[config.mk]
export PLATFORM = sky130hd
export DESIGN_NAME = woc_isqrt
export DESIGN_NICKNAME = d
export VERILOG_FILES = /design/src/woc_pkg.sv /design/src/woc_isqrt.sv
export SDC_FILE = /design/constraint.sdc
export NUM_CORES = 2
export LEC_CHECK = 0
export BUFFER_PORTS_ARGS = -buffer_cell sky130_fd_sc_hd__buf_2
export CORE_MARGIN = 2
export CORE_UTILIZATION = 64
export CTS_BUF_LIST = sky130_fd_sc_hd__clkbuf_8 sky130_fd_sc_hd__clkbuf_16
export DETAILED_ROUTE_END_ITERATION = 8
export MAX_ROUTING_LAYER = met4
export PLACE_DENSITY = 0.8
export SYNTH_ARGS = -nofsm -noshare
export SYNTH_HDL_FRONTEND = slang
export SYNTH_SLANG_ARGS = --single-unit
[constraint.sdc]
create_clock -name clk -period 4.5 [get_ports clk]
set_input_delay 0.225 -clock clk [delete_from_list [all_inputs] [get_ports clk]]
set_output_delay 0.225 -clock clk [all_outputs]
set_load 0.01 [all_outputs]
[src/woc_pkg.sv]
// Shared constants and helpers for the weld orientation cost pipeline.
package woc_pkg;

  localparam int ANGLE_ITERATIONS_DEF = 16;
  localparam int ISQRT_STEPS = 32;   // 63-bit radicand, two bits per step
  localparam int SQ_W = 64;          // radicand and root working width
  localparam int CORDIC_W = 35;      // signed CORDIC x/y width
  localparam int ANGLE_W = 19;       // signed Q16 angle accumulator
  localparam int QANG_W = 17;        // clamped Q16 angle, 0..pi/2
  localparam int HALF_PI_Q16 = 102944;
  localparam int PI_Q16 = 205887;
  localparam int COST_MAX = 262143;
  localparam int WEIGHT_W = 16;
  localparam int WEIGHT_X_RESET = 256;
  localparam int WEIGHT_Y_RESET = 2560;

  typedef enum logic {
    REG_WEIGHT_X = 1'b0,
    REG_WEIGHT_Y = 1'b1
  } cfg_reg_t;

  // atan(2^-i) in Q16 for CORDIC step i
  function automatic logic signed [ANGLE_W-1:0] atan_step(input int i);
    logic signed [ANGLE_W-1:0] r;
    case (i)
      0: r = ANGLE_W'(51472);
      1: r = ANGLE_W'(30386);
      2: r = ANGLE_W'(16055);
      3: r = ANGLE_W'(8150);
      4: r = ANGLE_W'(4091);
      5: r = ANGLE_W'(2047);
      default: r = (i <= 16) ? ANGLE_W'(1 << (16 - i)) : '0;
    endcase
    return r;
  endfunction

endpackage

[src/woc_isqrt.sv]
// Pipelined floor integer square root, one result bit per stage, with sideband.
module woc_isqrt #(
  parameter int PW = 1
) (
  input  logic                        clk,
  input  logic                        rst,
  input  logic                        en,
  input  logic                        in_valid,
  input  logic [woc_pkg::SQ_W-1:0]    radicand,
  input  logic [PW-1:0]               in_pay,
  output logic                        out_valid,
  output logic [woc_pkg::SQ_W/2-1:0]  root,
  output logic [PW-1:0]               out_pay
);
  localparam int STEPS = woc_pkg::ISQRT_STEPS;
  localparam int W = woc_pkg::SQ_W;

  logic [W-1:0]  n_q   [STEPS+1];
  logic [W-1:0]  res_q [STEPS+1];
  logic [PW-1:0] pay_q [STEPS+1];
  logic          vld_q [STEPS+1];

  assign n_q[0]   = radicand;
  assign res_q[0] = '0;
  assign pay_q[0] = in_pay;
  assign vld_q[0] = in_valid;

  for (genvar k = 0; k < STEPS; k++) begin : g_step
    localparam logic [W-1:0] BIT = W'(1) << (W - 2 - 2 * k);
    logic [W-1:0] trial;
    logic         take;
    assign trial = res_q[k] + BIT;
    assign take  = n_q[k] >= trial;

    always_ff @(posedge clk) begin
      if (rst) begin
        vld_q[k+1] <= 1'b0;
      end else if (en) begin
        vld_q[k+1] <= vld_q[k];
      end
      if (en) begin
        n_q[k+1]   <= take ? n_q[k] - trial : n_q[k];
        res_q[k+1] <= take ? (res_q[k] >> 1) + BIT : res_q[k] >> 1;
        pay_q[k+1] <= pay_q[k];
      end
    end
  end

  assign out_valid = vld_q[STEPS];
  assign root      = res_q[STEPS][W/2-1:0];
  assign out_pay   = pay_q[STEPS];
endmodule

# Yosys cells after proc, flatten, opt, wreduce, memory -nomap -nowiden
# Index checks and enable logic that the tools add are counted.
# word_totals
romBits,0
mem_count,0
latch_bits,0
ramBits,0
ff_bits,4064
input_bits,69
out_inout_bits,34
wordCells,345
# op_classes
eq_ne,0
magnitude_cmp,32
bitwise,0
add_sub_neg,93
mux,63
reduce_logical,0
div,0
n_shift,0
n_mul,0
# op_table
op,count
$ge 64x64->1,31
$mux 64,31
$mux 63,31
$sub 64x64->64,30
$add 63x11->64 const B,1
$add 63x13->64 const B,1
$add 63x15->64 const B,1
$add 63x17->64 const B,1
$add 63x19->64 const B,1
$add 63x21->64 const B,1
$add 63x23->64 const B,1
$add 63x25->64 const B,1
$add 63x27->64 const B,1
$add 63x29->64 const B,1
$add 63x3->64 const B,1
$add 63x31->64 const B,1
$add 63x33->64 const B,1
$add 63x35->64 const B,1
$add 63x37->64 const B,1
$add 63x39->64 const B,1
$add 63x41->64 const B,1
$add 63x43->64 const B,1
$add 63x45->64 const B,1
$add 63x47->64 const B,1
45 further kinds,45

# Longest topological paths before layout
# depth
ltp_word,3
ltp_mapped,15
mapped_depth_nobuf,13

# Least setup slack after synthesis
# OpenSTA, ideal clock, no wires.
# synth_path
path_type,reg2reg
startpoint,reg n_q[466] (netlist name)
endpoint,"reg n_q[435] (netlist name), data pin"
setup_slack_ns,0.977
setup_time_ns,0.258
path_stages_with_launch,12
t_arrival_ns,3.265
n_path_buf,0
path_cell_list,edfxtp_1 ha_1 a21o_1 a21o_1 a221oi_2 o31ai_1 a211oi_2 nor2_1 a2111oi_4 nand3b_1 or4_1 xnor2_1
# synth_between
elab_chain_cells,2
# synth_lines
item,line,text
"start, declared",woc_isqrt.sv:18,logic [W-1:0] n_q [STEPS+1];
"start signal, assigned by index",woc_isqrt.sv:42,n_q[k+1] <= take ? n_q[k] - trial : n_q[k];
$sub 64x64->64 / $ge 64x64->1 (equally long branches),"woc_isqrt.sv:42, woc_isqrt.sv:33",
$mux 64 *,woc_isqrt.sv:42,
# Mark *: on every way between the ends. The rest lies on a longest branch, timed or not.
# A chain may end at the register's enable or synchronous reset.

# Worst setup path in the final report
# layout_path
startpoint,reg n_q[396] (netlist name)
endpoint,"reg n_q[374] (netlist name), data pin"
# Same word-level chain as after synthesis.

==> impl_metrics.tcl <==
set metrics [dict create \
    status "completed" \
    setup_violations 0 \
    max_freq_mhz 235 \
    drtAntennaViolNets 0 \
    cts_sinks 2576 \
    relSlewSlack 0.116 \
    dp_hpwl_mm 206 \
    finalClockSkew_ns 0.0995 \
    setup.worst_path.class "reg2reg" \
    clock_latency_ns 0.97 \
    die_y_um 441 \
    drive_above_1_share 0.0773 \
    critPathLaunchType "flip-flop" \
    seq_power_share 0.471 \
    start_util 0.643 \
    pwr-share-comb 0.207 \
    fin_ws_ns 0.252 \
    leakagePower_nw 51.8 \
    peakVddDrop_mv 0.517 \
    drt_iter0_markers 9400 \
    fin_area_um2 136000 \
    vias 80900 \
    cts_buffers 281 \
    wl_mm 299 \
    finalCriticalPeriod_ns 4.25 \
    synth-seq-cells 2576 \
    async_reset_ff_frac 0 \
    holdCritStartpoint "radicand[14]" \
    synth_fp_nets 10300 \
    place_congestion 0.959 \
    cts_max_level 5 \
    r2r-start "n_q[396]$_DFFE_PP_" \
    synth-main-ff-cell "edfxtp_1" \
    syn-instance-count 9640 \
    cp.required_ns 5.15 \
    holdCritPathClass "in2reg" \
    r2r_slack_ns 0.25 \
    instances_no_fill 12800 \
    drt_first_pass_iters 8 \
    drv_cap 0 \
    min_path_cells 2 \
    wl_per_cell_um 23.4 \
    grt_pass1_vias 78500 \
    whs_ns 0.0578 \
    synth_cell_types 96 \
    yosysSeqAreaShare 0.631 \
    grt_pass1_wl_mm 458 \
    grt_max_degree 211 \
    syn_area_um2 122000 \
    n_fill_cell 12200 \
    die_area_um2 194000 \
    drcViolationCount 0 \
    avgSynthCellArea_um2 12.7 \
    tightest_slew_ns 1.32 \
    dpl.cell_count 12200 \
    core_um2 190000 \
    switchingPower_mw 20.5 \
    power.density_nw_per_um2 514 \
    rsz0062_at_grt "false" \
    nets 10700 \
    min_period_over_period 0.944 \
    post-place-ws_ns 0.255 \
    cts.clk_slew.worst_paths_ns 0.07 \
    r2r-end "n_q[374]$_DFFE_PP_" \
    antenna_found_initial 11 \
    worst_ep_arrival_time_ns 4.90 \
    die_w_um 441 \
    switching_share 0.293 \
    port_buffers 102 \
    r2r_cells 13 \
    critPathCaptureType "flip-flop" \
    hold_end "n_q[1998]$_DFFE_PP_" \
    cts_tree "yes" \
    vias_per_cell 6.32 \
    synth_edf_count 2544 \
    globalRouteOverflowTotal 0 \
    root_buffer "clkbuf_16" \
    power_frac_clock 0.322 \
    row_count 160 \
    placed_cell_area_um2 126000 \
    crit_fanout 7 \
    io_pins 103 \
    tns_ns 0 \
    grt_usage 0.315 \
    drv_slew 0 \
    yosysWarnings 0 \
    clock_tree.buffer_depth 4 \
    areaGrowthSynthToFinish_pct 11.6 \
    finalHoldViolCount 0 \
    p_int_mw 49.5 \
]
## worst max-delay path, stage by stage (launching register included)
cell and delay (ns):
edfxtp_1 0.45, ha_1 0.41, nor2b_1 0.20, o21ai_0 0.16, a21o_1 0.23, a211oi_1 0.43
buf_4 0.21, o21ai_0 0.16, a21boi_1 0.35, buf_4 0.19, o21ai_4 0.08, or3_2 0.55
or4_1 0.44, xnor2_1 0.14
## placed cells by master, fill, tap and decap left out, drive strengths merged, types with 26 or more instances in the layout
| master | count |
|---|---|
| nor2b | 82 |
| xnor2 | 481 |
| nand4 | 159 |
| o21a | 111 |
| mux2 | 89 |
| a31oi | 38 |
| o21ai | 403 |
| a21oi | 618 |
| nand2b | 109 |
| or2 | 41 |
| bufinv | 26 |
| nor3b | 30 |
| ha | 558 |
| or4 | 61 |
| nor4b | 52 |
| a21boi | 32 |
| or3 | 93 |
| clkbuf | 290 |
| buf | 223 |
| edfxtp | 2544 |
| nand2 | 554 |
| nand3 | 161 |
| inv | 765 |
| a21o | 232 |
| o31ai | 53 |
| and3 | 39 |
| nand3b | 35 |
| nor3 | 272 |
| a211oi | 47 |
| nor4 | 327 |
| mux2i | 40 |
| dfxtp | 32 |
| o21bai | 53 |
| clkinv | 99 |
| dlygate4sd3 | 126 |
| nor2 | 714 |
| xor2 | 396 |
## power groups by stage
stage          sequential [mW]  clock (mW)  combinational, mW
6_report                  32.9        22.5               14.5
5_1_grt                   33.2        23.7               16.0
4_1_cts                   32.9        22.6               14.2
3_5_place_dp              33.3           0               14.0
3_3_place_gp              33.2           0               13.6
2_1_floorplan             32.1           0               10.4
## worst max-delay path by stage
stage | start | depth (start not counted) | slack (ns) | endpoint
after floorplan | n_q[466]$_DFFE_PP_ | 11 | 0.98 | n_q[435]$_DFFE_PP_
after global placement | n_q[479]$_DFFE_PP_ | 12 | 0.34 | n_q[442]$_DFFE_PP_
final | n_q[396]$_DFFE_PP_ | 13 | 0.25 | n_q[374]$_DFFE_PP_
after CTS | n_q[396]$_DFFE_PP_ | 13 | 0.22 | n_q[361]$_DFFE_PP_
after global routing | n_q[660]$_DFFE_PP_ | 11 | 0.02 | n_q[630]$_DFFE_PP_
after detailed placement | n_q[479]$_DFFE_PP_ | 12 | 0.26 | n_q[442]$_DFFE_PP_
## routing by layer
layer / vias up / share of wire / global-route usage
met4: 0 / 0.029 / 0.0909
li1: 36900 / - / -
met2: 3767 / 0.49 / 0.514
met3: 692 / 0.082 / 0.0534
met1: 39500 / 0.40 / 0.409
met5: - / 0 / -
## timing repair
action	in CTS	in global routing
setup buffers	0	0
hold endpoints to repair	172	0
resized for setup	0	3
hold buffers	126	0
setup endpoints to repair	0	6
## per-stage QoR
| stage | total power [mW] | util |
|---|---|---|
| floorplan | 42.5 | - |
| global placement | 46.9 | 0.665 |
| detailed placement | 47.3 | 0.665 |
| CTS | 69.8 | 0.718 |
| global route | 72.9 | 0.718 |
| finish | 70.0 | 0.718 |
## cell families (layout without fill, tap and decap cells)
group,after synthesis,in the layout,share of synthesized area
buffers and inverters,899,1537,0.0281
xor gates and xnor gates,877,877,0.0629
and+or+nand+nor,2817,2817,0.118
adders and majority gates,558,558,0.0572
DFF,2576,2576,0.631
other,0,5,0
AOI/OAI and AO/OA,1784,1784,0.0911
muxes,129,129,0.0115
## state kept, by name, indices dropped and copies added, names as in the netlist
signal	count
n_q	1984
res_q	496
root	32
pay_q	31
vld_q	31
out_pay	1
out_valid	1
## cells in the mapped netlist, types with 41 or more instances
master	count	area share
a211oi_1	46	0.0028
or4_1	59	0.0036
nand3_1	160	0.0066
xnor2_1	481	0.035
nor4_1	327	0.017
a21oi_1	617	0.025
a21o_1	232	0.014
o31ai_1	53	0.0033
or2_2	41	0.0021
edfxtp_1	2544	0.63
nor2b_1	82	0.0042
clkbuf_1	149	0.0046
o21ai_0	393	0.016
nor2_1	714	0.022
o21bai_1	53	0.0033
nand2b_1	109	0.0056
mux2_2	88	0.0081
inv_1	702	0.022
nor4b_1	52	0.0037
nor3_1	271	0.011
or3_1	90	0.0046
nand4_1	159	0.0081
o21a_1	111	0.0068
nand2_1	554	0.017
xor2_1	396	0.028
ha_1	558	0.057
## area by class of cell
type / instances / area (µm²) / area share
multi-input cells: 6165 / 41700 / 0.306
repair buffers: 349 / 2880 / 0.0212
diodes: 5 / 12.5 / 0.0000918
flip-flops and latches: 2576 / 77000 / 0.565
clock buffers: 290 / 7250 / 0.0532
clock inverters: 191 / 1560 / 0.0115
well taps: 2511 / 3140 / 0.0231
inverters: 707 / 2650 / 0.0195
Note: power is estimated with default switching activity, not from simulation.
