===== src/woc_pkg.sv =====
// Shared constants and helpers for the weld orientation cost pipeline.
package woc_pkg;

  localparam int ANGLE_ITERATIONS_DEF = 16;
  localparam int ISQRT_STEPS = 32;   // 63-bit radicand, two bits per step
  localparam int SQ_W = 64;          // radicand and root working width
  localparam int CORDIC_W = 35;      // signed CORDIC x/y width
  localparam int ANGLE_W = 19;       // signed Q16 angle accumulator
  localparam int QANG_W = 17;        // clamped Q16 angle, 0..pi/2
  localparam int HALF_PI_Q16 = 102944;
  localparam int PI_Q16 = 205887;
  localparam int COST_MAX = 262143;
  localparam int WEIGHT_W = 16;
  localparam int WEIGHT_X_RESET = 256;
  localparam int WEIGHT_Y_RESET = 2560;

  typedef enum logic {
    REG_WEIGHT_X = 1'b0,
    REG_WEIGHT_Y = 1'b1
  } cfg_reg_t;

  // atan(2^-i) in Q16 for CORDIC step i
  function automatic logic signed [ANGLE_W-1:0] atan_step(input int i);
    logic signed [ANGLE_W-1:0] r;
    case (i)
      0: r = ANGLE_W'(51472);
      1: r = ANGLE_W'(30386);
      2: r = ANGLE_W'(16055);
      3: r = ANGLE_W'(8150);
      4: r = ANGLE_W'(4091);
      5: r = ANGLE_W'(2047);
      default: r = (i <= 16) ? ANGLE_W'(1 << (16 - i)) : '0;
    endcase
    return r;
  endfunction

endpackage


===== src/woc_cordic.sv =====
// Pipelined vectoring CORDIC: atan2(y, x) for x, y >= 0 as a clamped Q16 angle.
module woc_cordic #(
  parameter int ITER = woc_pkg::ANGLE_ITERATIONS_DEF,
  parameter int PW   = 1
) (
  input  logic                             clk,
  input  logic                             rst,
  input  logic                             en,
  input  logic                             in_valid,
  input  logic [woc_pkg::CORDIC_W-1:0]     x_in,
  input  logic [woc_pkg::CORDIC_W-1:0]     y_in,
  input  logic [PW-1:0]                    in_pay,
  output logic                             out_valid,
  output logic [woc_pkg::QANG_W-1:0]       angle,
  output logic [PW-1:0]                    out_pay
);
  localparam int CW = woc_pkg::CORDIC_W;
  localparam int ZW = woc_pkg::ANGLE_W;

  logic signed [CW-1:0] x_q   [ITER+1];
  logic signed [CW-1:0] y_q   [ITER+1];
  logic signed [ZW-1:0] z_q   [ITER+1];
  logic                 yz_q  [ITER+1];
  logic [PW-1:0]        pay_q [ITER+1];
  logic                 vld_q [ITER+1];

  assign x_q[0]   = x_in;
  assign y_q[0]   = y_in;
  assign z_q[0]   = '0;
  assign yz_q[0]  = (y_in == '0);   // zero y: angle is exactly 0
  assign pay_q[0] = in_pay;
  assign vld_q[0] = in_valid;

  for (genvar i = 0; i < ITER; i++) begin : g_step
    localparam logic signed [ZW-1:0] STEP = woc_pkg::atan_step(i);
    logic pos;
    assign pos = (y_q[i] > 0);

    always_ff @(posedge clk) begin
      if (rst) begin
        vld_q[i+1] <= 1'b0;
      end else if (en) begin
        vld_q[i+1] <= vld_q[i];
      end
      if (en) begin
        x_q[i+1]   <= pos ? x_q[i] + (y_q[i] >>> i) : x_q[i] - (y_q[i] >>> i);
        y_q[i+1]   <= pos ? y_q[i] - (x_q[i] >>> i) : y_q[i] + (x_q[i] >>> i);
        z_q[i+1]   <= pos ? z_q[i] + STEP : z_q[i] - STEP;
        yz_q[i+1]  <= yz_q[i];
        pay_q[i+1] <= pay_q[i];
      end
    end
  end

  always_comb begin
    if (yz_q[ITER] || z_q[ITER] < 0) begin
      angle = '0;
    end else if (z_q[ITER] > ZW'(woc_pkg::HALF_PI_Q16)) begin
      angle = woc_pkg::QANG_W'(woc_pkg::HALF_PI_Q16);
    end else begin
      angle = z_q[ITER][woc_pkg::QANG_W-1:0];
    end
  end

  assign out_valid = vld_q[ITER];
  assign out_pay   = pay_q[ITER];
endmodule


===== config.mk =====
export PLATFORM = sky130hd
export DESIGN_NAME = woc_cordic
export DESIGN_NICKNAME = d
export VERILOG_FILES = /design/src/woc_pkg.sv /design/src/woc_cordic.sv
export SDC_FILE = /design/constraint.sdc
export NUM_CORES = 2
export LEC_CHECK = 0
export BUFFER_PORTS_ARGS = -buffer_cell sky130_fd_sc_hd__clkbuf_2
export CORE_UTILIZATION = 50
export DETAILED_ROUTE_END_ITERATION = 16
export GPL_TIMING_DRIVEN = 0
export PLACE_DENSITY = 0.66
export SLEW_MARGIN = 10
export SYNTH_ARGS = -nofsm -noshare
export SYNTH_HDL_FRONTEND = slang
export SYNTH_SLANG_ARGS = --single-unit

===== constraint.sdc =====
create_clock -name clk -period 6.35 [get_ports clk]
set_input_delay 1.27 -clock clk [delete_from_list [all_inputs] [get_ports clk]]
set_output_delay 1.27 -clock clk [all_outputs]
set_load 0.05 [all_outputs]

# After elaboration in Yosys (flattened, before gate mapping)
# Cells that the tools add are included.
[word_totals]
output_inout_bits = 19
inputBits = 75
regBits = 1367
elab_cells = 247
[op_classes]
n_reduce_logical = 2
magnitude_cmp = 18
n_addsub = 87
n_mux = 47
[op_table]
columns = ["operator", "n"]
rows = [
  ["two-way mux 35 bit", 29],
  ["greater-than comparator 35 x 1 -> 1 bit (second input constant)", 16],
  ["two-way mux 19 bit", 16],
  ["adder 35 x 22 -> 35 bit", 2],
  ["adder 35 x 23 -> 35 bit", 2],
  ["adder 35 x 24 -> 35 bit", 2],
  ["adder 35 x 25 -> 35 bit", 2],
  ["adder 35 x 26 -> 35 bit", 2],
  ["adder 35 x 27 -> 35 bit", 2],
  ["adder 35 x 28 -> 35 bit", 2],
  ["adder 35 x 29 -> 35 bit", 2],
  ["adder 35 x 30 -> 35 bit", 2],
  ["adder 35 x 31 -> 35 bit", 2],
  ["adder 35 x 32 -> 35 bit", 2],
  ["adder 35 x 33 -> 35 bit", 2],
  ["adder 35 x 34 -> 35 bit", 2],
  ["subtractor 35 x 22 -> 35 bit", 2],
  ["subtractor 35 x 23 -> 35 bit", 2],
  ["subtractor 35 x 24 -> 35 bit", 2],
  ["subtractor 35 x 25 -> 35 bit", 2],
  ["subtractor 35 x 26 -> 35 bit", 2],
  ["subtractor 35 x 27 -> 35 bit", 2],
  ["subtractor 35 x 28 -> 35 bit", 2],
  ["subtractor 35 x 29 -> 35 bit", 2],
  ["42 further kinds", 51],
]

# Depth between registers and ports, before layout
[depth]
depth_word = 3
depth_mapped = 26
depth_no_buf = 24

# Least setup slack after synthesis
# Ideal clock, no wire load.
[synth_timing]
kind = "register -> register"
from = "reg y_q[190] (netlist name)"
to = "reg x_q[173] (netlist name), data pin"
stages_incl_launch_ff = 24
path_slack_ns = -0.059
t_required_ns = 6.081
synth_period_minus_slack_ns = 6.409
path_buffers = 2
setup_ns = 0.269
t_arrival_ns = 6.140
path_cell_list = "edfxtp_1 > nor4_1 > nand2b_1 > nor3b_1 > nand3_1 > nor2_1 > nand4_1 > nor2b_1 > clkbuf_1 > clkinv_1 > buf_1 > mux2i_1 > ha_1 > nor2b_1 > o21ai_0 > a21oi_1 > o21ai_0 > o31ai_1 > o41ai_1 > o21ai_0 > a221oi_1 > o21a_1 > o31ai_1 > xor2_1"
[synth_between]
elab_chain_cells = 2
elab_cells_between_ends = 4
cone_classes = "2 x add/sub; 1 x order compare; 1 x mux"
[synth_lines]
columns = ["element", "line", "text"]
rows = [
  ["start, declared", "woc_cordic.sv:21", "logic signed [CW-1:0] y_q [ITER+1];"],
  ["start signal, assigned by index", "woc_cordic.sv:47", "y_q[i+1] <= pos ? y_q[i] - (x_q[i] >>> i) : y_q[i] + (x_q[i] >>> i);"],
  ["subtractor 35 x 24 -> 35 bit, or another cell as far along", "woc_cordic.sv:46", "x_q[i+1] <= pos ? x_q[i] + (y_q[i] >>> i) : x_q[i] - (y_q[i] >>> i);"],
  ["two-way mux 35 bit *", "woc_cordic.sv:46", ""],
  ["end signal, assigned by index", "woc_cordic.sv:46", ""],
  ["end, declared", "woc_cordic.sv:20", "logic signed [CW-1:0] x_q [ITER+1];"],
]
# Mark *: on every way between the ends. The rest lies on a longest branch, timed or not.
# A chain may end at the register's enable or synchronous reset.

# Final worst setup path
[layout_timing]
from = "reg y_q[262] (netlist name)"
to = "reg x_q[241] (netlist name), data pin"
[layout_between]
elab_chain_cells = 2
elab_cells_between_ends = 4
cone_classes = "2 x add/sub; 1 x order compare; 1 x mux"
[layout_lines]
columns = ["element", "line"]
rows = [
  ["subtractor 35 x 26 -> 35 bit, or another cell as far along", "woc_cordic.sv:46"],
  ["two-way mux 35 bit *", "woc_cordic.sv:46"],
]
# Marks and branches as above.

==> implementation parameters <==
Parameter                              Value

Global routing
  Maximum number of pins on one net before global-route repair    113
  Global-route wire length before repair    518000 um
  Total global routing track utilization    0.296
  Grt ovf    0
  Initial antenna violation count    17
  Number of global-route vias before repair    89700

Setup path
  CP startpoint kind    register
  Kind of capture point of the worst setup path    register
  Buffer and inverter count on the worst path    2
  Cells along the critical path    or4_4 > nor4_4 > nand3_2 > nor2_4 > nand2_2 > nor2_4 > and3_4 > nor2_1 > inv_2 > buf_12 > mux2i_2 > ha_1 > nor2b_1 > o21ai_0 > a21boi_2 > o221ai_2 > o211ai_1 > a221oi_2 > o21a_1 > o31ai_2 > or3b_2 > a32oi_1 > xor2_1
  Arrival @ worst endpoint    6840 ps
  Logic depth of the worst path, buffers included    23
  Logic depth of the worst register-to-register path    23
  Critical-path top delay cell    sky130_fd_sc_hd__or4_4
  Top cell family by delay on the critical path    simple AND/OR/NAND/NOR gates
  Most frequent cell on the critical path    sky130_fd_sc_hd__nor2_4
  Maximum fanout count along the critical path    19
  Required time worst endpoint    6960 ps
  Longest individual stage delay on the worst path    570 ps
  Critical path class    register to register

Flow run
  Count of max-cap constraint violations    0

Timing
  Hold violation count in the final report    0
  Final worst path period need    6240 ps
  Worst Skew    29.9 ps
  Pin slew with the least headroom to its limit    1280 ps
  Count of pins over their slew limit    0
  Number of failing setup endpoints in the final timing report    0
  Tcrit/Tclk final    0.982
  Worst-case headroom to the max-slew limit    0.137
  Fmax    160 MHz

Clock tree
  CTS root buffer    sky130_fd_sc_hd__clkbuf_16
  Post-CTS Hold Fix Bufs    0
  Number of buffers added by the clock tree synthesis step    155
  Maximum root-to-sink buffer count    3
  Depth of the CTS H-tree    4
  Clock Sink Count    1316
  Clock-pin slew of the registers on the worst-case setup and hold paths    70 ps
  Worst-skew pair later-pin latency    830 ps
  CTS tree    yes

Floorplan
  Count of standard-cell rows    173
  Placeable core region    0.222 mm2
  Number of placed I/O pins    94
  Width of the die    475 um
  Die H    475 um
  Effective utilization at floorplan    0.504
  Area enclosed by the die boundary    0.226 mm2

Synth
  Average cell area after synthesis    9.50 um2
  Ys async rst share    0
  Yosys warning total    0
  Number of flip-flops and latches in the synthesized netlist    1316
  Post-synthesis instance area    0.112 mm2
  Largest area contributor in the synthesized netlist    sky130_fd_sc_hd__edfxtp_1
  Post-synthesis net count    13100
  Cell types occupying the most area after synthesis    sky130_fd_sc_hd__edfxtp_1, sky130_fd_sc_hd__ha_1, sky130_fd_sc_hd__xnor2_1
  Share of the synthesized area in the top cell type    0.349
  Share of synthesized area occupied by flip-flops and latches    0.352
  EDFF count, synth    1300
  Primary FF master, synth    sky130_fd_sc_hd__edfxtp_1
  Synthesized netlist cell count    11800
  Library cells used by synthesis    87

Final layout
  Core Util, Final    0.561
  Share of final-layout standard cells stronger than drive strength 1    0.0715
  Highest-count cells in the layout ignoring fill and taps    sky130_fd_sc_hd__edfxtp_1, sky130_fd_sc_hd__ha_1, sky130_fd_sc_hd__xnor2_1
  Leading cell type in the layout, fill and taps excluded    sky130_fd_sc_hd__edfxtp_1
  Number of nets in the final layout    13600
  Area growth syn-to-layout    11.4%

Routing
  Total vias in the final route    92800
  Detail-routed net length per standard cell    22.3 um
  DRC violation count after routing    0
  Vias per inst    6.06
  Violation count after the first detailed-route iteration    7090
  Total wirelength of the detailed-routed design    342000 um
  TritonRoute pass-1 iters    7
  Antenna-violating nets left    0

Place
  Placed wire-length estimate after detailed placement    273000 um
  I/O Buffers    92
  Final GP Congestion    0.979

Min path
  Worst min-delay path category    register to register
  Hold Path Cell Cnt    0

Outcome
  Outcome    finished, final reports clean
==> registers in the layout, summed over array words and instances, names as in the netlist <==
name and cells:
yz_q 16, out_pay 1, pay_q 15, out_valid 1
z_q 268, x_q 476, vld_q 15, y_q 524
==> worst reg2reg max path: cells and delay by family, from the launching register on <==
family	cells	cell delay (ps)
buffers and inverters	2	430
adders and majority gates	1	150
DFF	1	520
and+or+nand+nor	10	2560
AOI/OAI and AO/OA	8	1770
muxes	1	300
xor gates and xnor gates	1	310
==> timing repair <==
action / in CTS / in global routing
pin swaps: 23 / 55
endpoints found under the setup margin: 605 / 211
gates cloned: 0 / 1
resized for setup: 261 / 183
setup buffers: 54 / 93
==> through the flow <==
step	setup TNS, ps	std cells	instance area (um2)	setup slack [ps]	hold slack (ps)
finish	0	15300	125000	112	414
global route	-211	15300	125000	-42.5	422
CTS	0	15200	123000	2.60	417
detailed placement	-485110	14900	117000	-2520	405
global placement	-	14900	116000	-18690	404
floorplan	0	11800	112000	112	400
==> final cells by class <==
class,count,area (um2)
well taps,2975,3720
multi-input cells,9717,71100
fillers,19600,97600
clock inverters,105,1180
repair inverters,1,5.00
clock buffers,180,4130
plain buffers,196,1050
diodes,15,37.5
inverters,551,2110
repair buffers,255,1960
flip-flops and latches,1316,39400
==> worst paths after layout <==
check | slack [ps] | to | start
worst max-delay path | 110 | x_q[241]$_DFFE_PP_ | y_q[262]$_DFFE_PP_
worst max register to register | 110 | x_q[241]$_DFFE_PP_ | y_q[262]$_DFFE_PP_
worst min register to register | 410 | z_q[118]$_DFFE_PP_ | z_q[137]$_DFFE_PP_
worst min-delay path | 410 | z_q[118]$_DFFE_PP_ | z_q[137]$_DFFE_PP_
==> metal layers <==
layer | GRT usage | wire length [um] | up-vias
met1 | 0.360 | 140000 | 44600
li1 | - | - | 44600
met4 | 0.160 | 20500 | 2
met5 | 0 | 13 | -
met3 | 0.0322 | 16300 | 820
met2 | 0.511 | 165000 | 2845
==> cells in the mapped netlist, types with 81 or more instances <==
cell,count
sky130_fd_sc_hd__inv_1,536
sky130_fd_sc_hd__clkbuf_1,170
sky130_fd_sc_hd__nor2_1,884
sky130_fd_sc_hd__or3_1,103
sky130_fd_sc_hd__o31ai_1,186
sky130_fd_sc_hd__a31oi_1,101
sky130_fd_sc_hd__and3_1,95
sky130_fd_sc_hd__a21oi_1,1150
sky130_fd_sc_hd__nor2b_1,153
sky130_fd_sc_hd__nand2b_1,177
sky130_fd_sc_hd__nand2_1,674
sky130_fd_sc_hd__o41ai_1,81
sky130_fd_sc_hd__xor2_1,608
sky130_fd_sc_hd__o21bai_1,187
sky130_fd_sc_hd__nor4_1,122
sky130_fd_sc_hd__nand3_1,200
sky130_fd_sc_hd__nor3_1,246
sky130_fd_sc_hd__o21ai_0,769
sky130_fd_sc_hd__nand4_1,93
sky130_fd_sc_hd__xnor2_1,1148
sky130_fd_sc_hd__a21o_1,497
sky130_fd_sc_hd__edfxtp_1,1300
sky130_fd_sc_hd__ha_1,1238
sky130_fd_sc_hd__o21a_1,150
sky130_fd_sc_hd__a211oi_1,98
==> cells by family after synthesis <==
group,synth area share
compound gates,0.203
xor+xnor,0.137
fa+ha+maj,0.146
buf+inv,0.0254
flops,0.352
mux,0.00558
simple gates,0.131
Power is left out: the tool's default activity adds up to more than one toggle a clock period on the data nets, which glitch-free logic cannot reach.
